### src/rtl/core/mdio_management_master_macros.svh
// Assertion macros for the MDIO management master.
// No dependencies; included by the modules that carry assertions.
`ifndef MDIO_MANAGEMENT_MASTER_MACROS_SVH
`define MDIO_MANAGEMENT_MASTER_MACROS_SVH

`ifndef NO_ASSERTIONS

// Same-cycle implication, disabled during reset
`define MM_ASSERT_IMPLY(label, clk, rst, ante, cons, msg) \
   label: assert property (@(posedge clk) disable iff (rst) (ante) |-> (cons)) \
      else $error(msg);

// Next-cycle implication, disabled during reset
`define MM_ASSERT_NEXT(label, clk, rst, ante, cons, msg) \
   label: assert property (@(posedge clk) disable iff (rst) (ante) |=> (cons)) \
      else $error(msg);

`else

`define MM_ASSERT_IMPLY(label, clk, rst, ante, cons, msg)
`define MM_ASSERT_NEXT(label, clk, rst, ante, cons, msg)

`endif

`endif

### src/rtl/core/mm_pkg.sv
// Shared types and codes for the MDIO management master.
// No dependencies; used by the interfaces and all modules.
package mm_pkg;

   // Operation codes of a request item
   localparam logic [1:0] OP_TICK  = 2'd0;
   localparam logic [1:0] OP_READ  = 2'd1;
   localparam logic [1:0] OP_WRITE = 2'd2;

   // Frame kind state codes (match the start opcodes)
   localparam logic [1:0] KIND_IDLE  = 2'd0;
   localparam logic [1:0] KIND_READ  = 2'd1;
   localparam logic [1:0] KIND_WRITE = 2'd2;

   // Header patterns: start bits and opcode in the top nibble
   localparam logic [3:0] HDR_READ       = 4'h6;
   localparam logic [3:0] HDR_WRITE      = 4'h5;
   localparam logic [1:0] WRITE_TURNAROUND = 2'h2;

   localparam int unsigned POS_WIDTH = 7;
   localparam int unsigned DATA_WIDTH = 16;
   localparam int unsigned SHIFT_WIDTH = 32;

   typedef logic [POS_WIDTH-1:0] pos_type;

   typedef struct packed {
      logic [1:0]            operation;
      logic                  phy_select;
      logic [4:0]            phy_address;
      logic [4:0]            register_address;
      logic [DATA_WIDTH-1:0] write_data;
      logic                  mdio_in;
   } req_item_type;

   typedef struct packed {
      logic                  mdc;
      logic                  first_mdio_out;
      logic                  first_mdio_drive;
      logic                  second_mdio_out;
      logic                  second_mdio_drive;
      logic                  busy_res;
      logic [DATA_WIDTH-1:0] read_data;
      logic                  read_done;
      logic                  request_dropped;
   } rsp_item_type;

endpackage

### src/rtl/core/mm_req_if.sv
// Request channel: valid/ready handshake carrying one tick item.
// Depends on mm_pkg.
interface mm_req_if;
   logic                 valid;
   logic                 ready;
   mm_pkg::req_item_type payload;

   modport source (output valid, output payload, input ready);
   modport sink (input valid, input payload, output ready);
endinterface

### src/rtl/core/mm_rsp_if.sv
// Result channel: valid/ready handshake carrying one pin-state item.
// Depends on mm_pkg.
interface mm_rsp_if;
   logic                 valid;
   logic                 ready;
   mm_pkg::rsp_item_type payload;

   modport source (output valid, output payload, input ready);
   modport sink (input valid, input payload, output ready);
endinterface

### src/rtl/core/mm_frame_engine.sv
// Frame engine: frame state registers and the per-tick next-state logic.
// Depends on mm_pkg and mdio_management_master_macros.svh.
`include "mdio_management_master_macros.svh"

module mm_frame_engine #(
   parameter int unsigned PREAMBLE_BITS = 32
) (
   input  logic                 clock,
   input  logic                 reset,
   input  logic                 step_en,
   input  mm_pkg::req_item_type req_item,
   output mm_pkg::rsp_item_type rsp_item
);
   import mm_pkg::*;

   // Frame landmarks in bit positions
   localparam pos_type PreLen     = pos_type'(PREAMBLE_BITS);
   localparam pos_type RdDriveEnd = pos_type'(PREAMBLE_BITS + 14);
   localparam pos_type WrDriveEnd = pos_type'(PREAMBLE_BITS + 32);
   localparam pos_type RdTotal    = pos_type'(PREAMBLE_BITS + 32);
   localparam pos_type WrTotal    = pos_type'(PREAMBLE_BITS + 33);
   localparam pos_type RxFirst    = pos_type'(PREAMBLE_BITS + 16);
   localparam pos_type RxEnd      = pos_type'(PREAMBLE_BITS + 32);

   pos_type                 pos_ff, pos_in;
   logic                    phase_ff, phase_in;
   logic [1:0]              kind_ff, kind_in;
   logic                    pin_ff, pin_in;
   logic [SHIFT_WIDTH-1:0]  tx_ff, tx_in;
   logic [DATA_WIDTH-1:0]   rx_ff, rx_in;
   logic [3:0]              levels_ff, levels_in;

   logic start_req;

   assign start_req = (req_item.operation == OP_READ) || (req_item.operation == OP_WRITE);

   // Compute next frame state and this tick's result
   always_comb begin
      logic       rd;
      logic       data_bit;
      logic       busy;
      logic       done;
      logic       dropped;
      logic [1:0] sh;
      pos_type    drive_end;
      pos_type    total;
      pos_type    pos_next;

      kind_in   = kind_ff;
      pin_in    = pin_ff;
      pos_in    = pos_ff;
      phase_in  = phase_ff;
      tx_in     = tx_ff;
      rx_in     = rx_ff;
      levels_in = levels_ff;
      busy      = 1'b0;
      done      = 1'b0;
      dropped   = 1'b0;
      rd        = 1'b0;
      data_bit  = 1'b0;
      sh        = 2'd0;
      drive_end = WrDriveEnd;
      total     = WrTotal;
      pos_next  = pos_ff;

      // Load a new frame when idle, flag a request while busy
      if (kind_ff == KIND_IDLE) begin
         if (start_req) begin
            kind_in  = req_item.operation;
            pin_in   = req_item.phy_select;
            pos_in   = '0;
            phase_in = 1'b0;
            if (req_item.operation == OP_READ) begin
               tx_in = {HDR_READ, req_item.phy_address, req_item.register_address, 18'd0};
            end else begin
               tx_in = {HDR_WRITE, req_item.phy_address, req_item.register_address,
                        WRITE_TURNAROUND, req_item.write_data};
            end
         end
      end else if (start_req) begin
         dropped = 1'b1;
      end

      // Advance the active frame by one half bit
      if (kind_in != KIND_IDLE) begin
         rd        = (kind_in == KIND_READ);
         drive_end = rd ? RdDriveEnd : WrDriveEnd;
         total     = rd ? RdTotal : WrTotal;
         data_bit  = (pos_in >= PreLen) && (pos_in < drive_end);
         busy      = 1'b1;
         sh        = {pin_in, 1'b0};

         if (pos_in < PreLen) begin
            levels_in[sh]      = 1'b1;
            levels_in[sh+2'd1] = 1'b1;
         end else if (data_bit) begin
            levels_in[sh]      = tx_in[SHIFT_WIDTH-1];
            levels_in[sh+2'd1] = 1'b1;
         end else begin
            levels_in[sh+2'd1] = 1'b0;
         end

         // Sample read data just after MDC falls
         if (rd && !phase_in && (pos_in >= RxFirst) && (pos_in < RxEnd)) begin
            rx_in = {rx_ff[DATA_WIDTH-2:0], req_item.mdio_in};
         end

         if (phase_in) begin
            if (data_bit) begin
               tx_in = {tx_in[SHIFT_WIDTH-2:0], 1'b0};
            end
            pos_next = pos_in + pos_type'(1);
            if (pos_next >= total) begin
               done     = rd;
               kind_in  = KIND_IDLE;
               pos_next = '0;
            end
            pos_in   = pos_next;
            phase_in = 1'b0;
         end else begin
            phase_in = 1'b1;
         end
      end

      rsp_item.mdc               = busy & phase_ff & (kind_ff != KIND_IDLE);
      rsp_item.first_mdio_out    = levels_in[0];
      rsp_item.first_mdio_drive  = levels_in[1];
      rsp_item.second_mdio_out   = levels_in[2];
      rsp_item.second_mdio_drive = levels_in[3];
      rsp_item.busy_res          = busy;
      rsp_item.read_data         = rx_in;
      rsp_item.read_done         = done;
      rsp_item.request_dropped   = dropped;
   end

   // Hold state between accepted items
   always_ff @(posedge clock) begin
      if (reset) begin
         kind_ff   <= KIND_IDLE;
         pin_ff    <= 1'b0;
         pos_ff    <= '0;
         phase_ff  <= 1'b0;
         tx_ff     <= '0;
         rx_ff     <= '0;
         levels_ff <= '0;
      end else if (step_en) begin
         kind_ff   <= kind_in;
         pin_ff    <= pin_in;
         pos_ff    <= pos_in;
         phase_ff  <= phase_in;
         tx_ff     <= tx_in;
         rx_ff     <= rx_in;
         levels_ff <= levels_in;
      end
   end

   `MM_ASSERT_IMPLY(a_idle_aligned, clock, reset, kind_ff == KIND_IDLE, (!phase_ff) && (pos_ff == '0), "idle frame with nonzero position")
   `MM_ASSERT_NEXT(a_phase_toggle, clock, reset, step_en && phase_ff, !phase_ff, "high half not followed by low half")
   `MM_ASSERT_IMPLY(a_done_on_read, clock, reset, rsp_item.read_done, (kind_ff == KIND_READ) && phase_ff, "read done outside read high half")
   `MM_ASSERT_IMPLY(a_drop_busy, clock, reset, rsp_item.request_dropped, kind_ff != KIND_IDLE, "request dropped while idle")

endmodule

### src/rtl/core/mm_output_stage.sv
// Output register: holds one finished item until the result channel takes it.
// Depends on mm_pkg and mm_rsp_if.
module mm_output_stage (
   input  logic                 clock,
   input  logic                 reset,
   input  logic                 load_en,
   input  mm_pkg::rsp_item_type result_item,
   output logic                 accept_ok,
   mm_rsp_if.source             rsp_if
);
   import mm_pkg::*;

   logic         valid_ff, valid_in;
   rsp_item_type item_ff;

   // Take a new item when empty or when the held one leaves this cycle
   assign accept_ok = !valid_ff || rsp_if.ready;

   always_comb begin
      valid_in = valid_ff;
      if (load_en) begin
         valid_in = 1'b1;
      end else if (rsp_if.ready) begin
         valid_in = 1'b0;
      end
   end

   always_ff @(posedge clock) begin
      if (reset) begin
         valid_ff <= 1'b0;
      end else begin
         valid_ff <= valid_in;
      end
   end

   // Payload needs no reset
   always_ff @(posedge clock) begin
      if (load_en) begin
         item_ff <= result_item;
      end
   end

   assign rsp_if.valid   = valid_ff;
   assign rsp_if.payload = item_ff;

endmodule

### src/rtl/core/mdio_management_master.sv
// Latency: a result item is valid the cycle after its request item is accepted.
// Throughput: one tick item per cycle, set by the single-pass frame engine
// feeding one output register; a request is taken whenever that register is
// empty or being emptied.
// Reset: synchronous; frame goes idle, both MDIO pins released low, output empty.
module mdio_management_master #(
   parameter int unsigned PREAMBLE_BITS = 32
) (
   input logic      clock,
   input logic      reset,
   mm_req_if.sink   req_if,
   mm_rsp_if.source rsp_if
);
   import mm_pkg::*;

   rsp_item_type result_item;
   logic         accept_ok;
   logic         step_en;

   // Accept a tick when the output register can take its result
   assign req_if.ready = accept_ok;
   assign step_en      = req_if.valid && accept_ok;

   mm_frame_engine #(
      .PREAMBLE_BITS (PREAMBLE_BITS)
   ) u_engine (
      .clock    (clock),
      .reset    (reset),
      .step_en  (step_en),
      .req_item (req_if.payload),
      .rsp_item (result_item)
   );

   mm_output_stage u_output (
      .clock       (clock),
      .reset       (reset),
      .load_en     (step_en),
      .result_item (result_item),
      .accept_ok   (accept_ok),
      .rsp_if      (rsp_if)
   );

endmodule

### src/flat_wrapper.sv
// flat-port wrapper written by rule: the top's interface ports become plain ports
module mdio_management_master_flat import mm_pkg::*;
#(
   parameter int unsigned PREAMBLE_BITS = 32
)
  (clock, reset, req_if_valid, req_if_payload, req_if_ready, rsp_if_valid, rsp_if_payload, rsp_if_ready);
  mm_req_if req_if_i ();
  mm_rsp_if rsp_if_i ();
  input logic clock;
  input logic reset;
  input wire logic [$bits(req_if_i.valid)-1:0] req_if_valid;
  input wire logic [$bits(req_if_i.payload)-1:0] req_if_payload;
  output wire logic [$bits(req_if_i.ready)-1:0] req_if_ready;
  output wire logic [$bits(rsp_if_i.valid)-1:0] rsp_if_valid;
  output wire logic [$bits(rsp_if_i.payload)-1:0] rsp_if_payload;
  input wire logic [$bits(rsp_if_i.ready)-1:0] rsp_if_ready;
  assign req_if_i.valid = req_if_valid;
  assign req_if_i.payload = req_if_payload;
  assign req_if_ready = req_if_i.ready;
  assign rsp_if_valid = rsp_if_i.valid;
  assign rsp_if_payload = rsp_if_i.payload;
  assign rsp_if_i.ready = rsp_if_ready;
  mdio_management_master #(.PREAMBLE_BITS(PREAMBLE_BITS)) u_core (.clock(clock), .reset(reset), .req_if(req_if_i), .rsp_if(rsp_if_i));
endmodule
### config.mk
export PLATFORM = sky130hd
export DESIGN_NAME = mdio_management_master_flat
export DESIGN_NICKNAME = d
export VERILOG_FILES = /design/src/rtl/core/mm_pkg.sv /design/src/rtl/core/mm_req_if.sv /design/src/rtl/core/mm_rsp_if.sv /design/src/rtl/core/mm_frame_engine.sv /design/src/rtl/core/mm_output_stage.sv /design/src/rtl/core/mdio_management_master.sv /design/src/flat_wrapper.sv
export VERILOG_INCLUDE_DIRS = /design/src /design/src/rtl/core
export SDC_FILE = /design/constraint.sdc
export NUM_CORES = 1
export LEC_CHECK = 0
export ABC_AREA = 1
export BUFFER_PORTS_ARGS = -buffer_cell sky130_fd_sc_hd__buf_2
export CAP_MARGIN = 20
export CORE_ASPECT_RATIO = 0.5
export CORE_MARGIN = 10
export CORE_UTILIZATION = 50
export CTS_BUF_LIST = sky130_fd_sc_hd__clkbuf_8
export CTS_CLUSTER_DIAMETER = 30
export DETAILED_ROUTE_END_ITERATION = 10
export GPL_TIMING_DRIVEN = 0
export PLACE_DENSITY = 0.82
export SLEW_MARGIN = 30
export SYNTH_ARGS = -nofsm -noshare
export SYNTH_HDL_FRONTEND = slang
export SYNTH_SLANG_ARGS = --single-unit
### constraint.sdc
create_clock -name clock -period 5.5 [get_ports clock]
set_clock_uncertainty 0.05 [all_clocks]
set_input_delay 1.1 -clock clock [delete_from_list [all_inputs] [get_ports clock]]
set_output_delay 1.1 -clock clock [all_outputs]
set_load 0.02 [all_outputs]
==> run metrics <==
Routed Antenna Nets 0; cts hold-fix bufs 0; share of cells above drive strength 1 17.0%; Netlist cell types 36; Yosys top cell by area dfxtp_1; post-route minimum period 3.48 ns; worst slew pin tran 0.711 ns; Final setup viols 0; VDD IR max 0.000121 V; Initial Util 52.3%; Hold WS 0.417 ns; RSZ-0062 raised after global routing no; post-cts sizing count 0; Slew headroom 52.6%; R2R setup slack 2.79 ns; total power 0.00152 W; Longest Clk Path Bufs 2; post-CTS repair timing setup buffer count 0; fin crit share 63.3%; Final Max Slew Viols 0; Worst R2R End u_core.u_engine.tx_ff[20]; WL per Instance 13.5 um; Inst Count DP 811; CTS tree done; largest net degree at the start of global routing 34; Final Hold Viols 0; CORE AREA 0.00889 sq mm; first-pass GRT wire length 18400 um; top sig layer met4; grt total ovfl 0; ranking of synthesized cells by instance count nand2_1, inv_1, a21oi_1, dfxtp_1, nand3_1; async set-reset flop share out of synthesis 0%; Comb power frac 21.4%; status complete, no violations; Gate Count Post-Synth 636; DRT Wirelength 11100 um; P_sw 0.000479 W; metal3 WL 821 um; Post-Synth Adder-Cell Area 1.88%; initial antenna violation count 0; vias in the first global route 4021; max cap viols 0; top cells by area, synth dfxtp_1, edfxtp_1, nand2_1, inv_1, a21oi_1; WHS Endpoint u_core.u_engine.tx_ff[15]; synth warn 0; register area share after synthesis 43.1%; worst path arrival time 3.68 ns; syn_nets 677; pre-CTS WS 1.66 ns; met1 wire length 5020 um; count leader, synth nand2_1; critical path class primary input to register; via count 4227; final worst slack 2.02 ns; clock latency on the worst-skew pair 0.38 ns; mux contribution to synthesized area 2.15%; worst hold path stage count 2; leakage power 2.45 nW; Die Area 0.0138 sq mm; Synth Area in Compound Gates 17.4%; CP Data Required Time 5.70 ns; setup TNS 0 ns; top_reg_cell synth dfxtp_1; nets 746; CTS Sinks 88; Clk pin slew, worst setup/hold paths 0.09 ns; #FFs+latches synth 88; R2R cell count 17; die height 88.2 um; largest family of logic cells by synthesized area simple AND/OR/NAND/NOR gates; DP HPWL 7960 um; Rows 24; share of Yosys cell area claimed by the top area cell type 27.6%; Clock power frac 29.8%; Synth Cell Area 0.00465 sq mm; Reg-to-Reg Start u_core.u_engine.kind_ff[0]; Iteration-0 DRC Markers 275; average size of a mapped cell 7.31 sq um; cts bufs inserted 9; HP Class register to register; Crit Path Max Fanout 10; Global Route Usage Sum 16.3%; switching share of power 31.6%; via density per instance 5.11; Pint 0.00104 W; area delta synth->final 13.6%; maximum clock frequency 287 MHz; TritonRoute pass-1 iters 5; htree depth 3; hold wc startpoint u_core.u_engine.tx_ff[15]; fin cells 827; Flop pwr share 48.8%; Residual DRC 0; Die W 156 um; critical path launch point type primary input; port buffer count 58; Root Buffer clkbuf_8; EDFF count, synth 24; routability-driven placement congestion ratio 0.900; XOR/XNOR Fraction of Synth Area 0.565%; Ant. Diodes 0; IO Count 60; Power Density 287 mW/mm^2; Worst Setup End Kind register; metal2 WL 5170 um; Post-Synth Simple-Gate Area 22.5%
how the worst max path moves through the flow:
stage                                   from                        end  slack (ns)  cells past startpoint
after floorplan           req_if_payload[29]  u_core.u_engine.tx_ff[22]        2.21                     19
final                     req_if_payload[29]  u_core.u_engine.tx_ff[20]        2.02                     20
after global placement    req_if_payload[29]  u_core.u_engine.tx_ff[19]        1.74                     20
after CTS                 req_if_payload[29]  u_core.u_engine.tx_ff[20]        2.04                     20
after global routing      req_if_payload[29]  u_core.u_engine.tx_ff[14]        1.79                     20
after detailed placement  req_if_payload[29]  u_core.u_engine.tx_ff[20]        1.66                     20
layout by cell type, fill, tap and decap left out, drive strengths merged:
master	Yosys	final
a21oi	71	71
a31o	1	1
a31oi	3	3
buf	16	74
bufinv	0	1
clkbuf	19	28
clkinv	1	5
clkinvlp	0	2
dfxtp	64	64
edfxtp	24	24
ha	7	7
inv	101	101
mux2i	10	10
nand2	162	162
nand3	48	48
nand4	3	3
nor2	28	28
nor3	1	1
o21ai	69	69
o21bai	2	2
o22ai	1	1
or2	2	2
xor2	3	3
cell families (layout without fill, tap and decap cells):
family	Yosys count	after routing
AO/OA/AOI/OAI	147	147
XOR/XNOR	3	3
adder cells (fa/ha/maj)	7	7
buffers and inverters	137	211
flip-flops	88	88
multiplexers	10	10
AND/OR/NAND/NOR	244	244
flip-flops by register name, summed over array words and instances (netlist names):
signal,cells
u_core.u_engine.tx_ff,32
u_core.u_output.rsp_if.payload,24
u_core.u_engine.rx_ff,16
u_core.u_engine.pos_ff,7
u_core.u_engine.levels_ff,4
u_core.u_engine.kind_ff,2
u_core.u_engine.phase_ff,1
u_core.u_engine.pin_ff,1
u_core.u_output.rsp_if.valid,1
final cells by class:
type / count / area (sq um)
clock inverter: 7 / 72.6
multi-input combinational: 411 / 2070
sequential: 88 / 2000
clock buffer: 9 / 124
tap: 117 / 146
inverter: 102 / 385
fill: 822 / 3610
timing repair buffer: 58 / 290
buffer: 35 / 189
metrics by stage:
| step | utilization (%) | area, sq um |
|---|---|---|
| after floorplan | - | 4650 |
| after global placement | 57.2 | 5080 |
| after detailed placement | 57.2 | 5080 |
| after CTS | 59.4 | 5280 |
| after global routing | 59.4 | 5280 |
| final | 59.4 | 5280 |
worst max-delay path: stages:
cell	delay, ns
buf_2	0.11
inv_1	0.05
ha_1	0.29
inv_1	0.12
nand3_1	0.09
nand2_1	0.11
inv_1	0.06
nor2_1	0.19
inv_1	0.17
ha_1	0.32
nand2_1	0.07
o21bai_2	0.11
nand3_1	0.09
inv_2	0.12
nand3_4	0.15
inv_4	0.13
buf_4	0.17
nand2_1	0.07
nand3_1	0.08
a21oi_1	0.07
power by group through the flow:
stage | sequential [W] | combinational (W) | clock, W
after floorplan | 0.000774 | 0.000216 | 0
after global placement | 0.000753 | 0.000314 | 0
after detailed placement | 0.000756 | 0.000323 | 0
after CTS | 0.000741 | 0.000325 | 0.000457
after global routing | 0.000746 | 0.000368 | 0.000484
final | 0.000741 | 0.000325 | 0.000452
layer usage:
layer	up-vias	track usage (%)
li1	2186	-
met1	1927	19.3
met2	101	28.2
met3	13	5.43
met4	0	4.51
met5	-	0
Note: power is estimated with default switching activity, not from simulation.
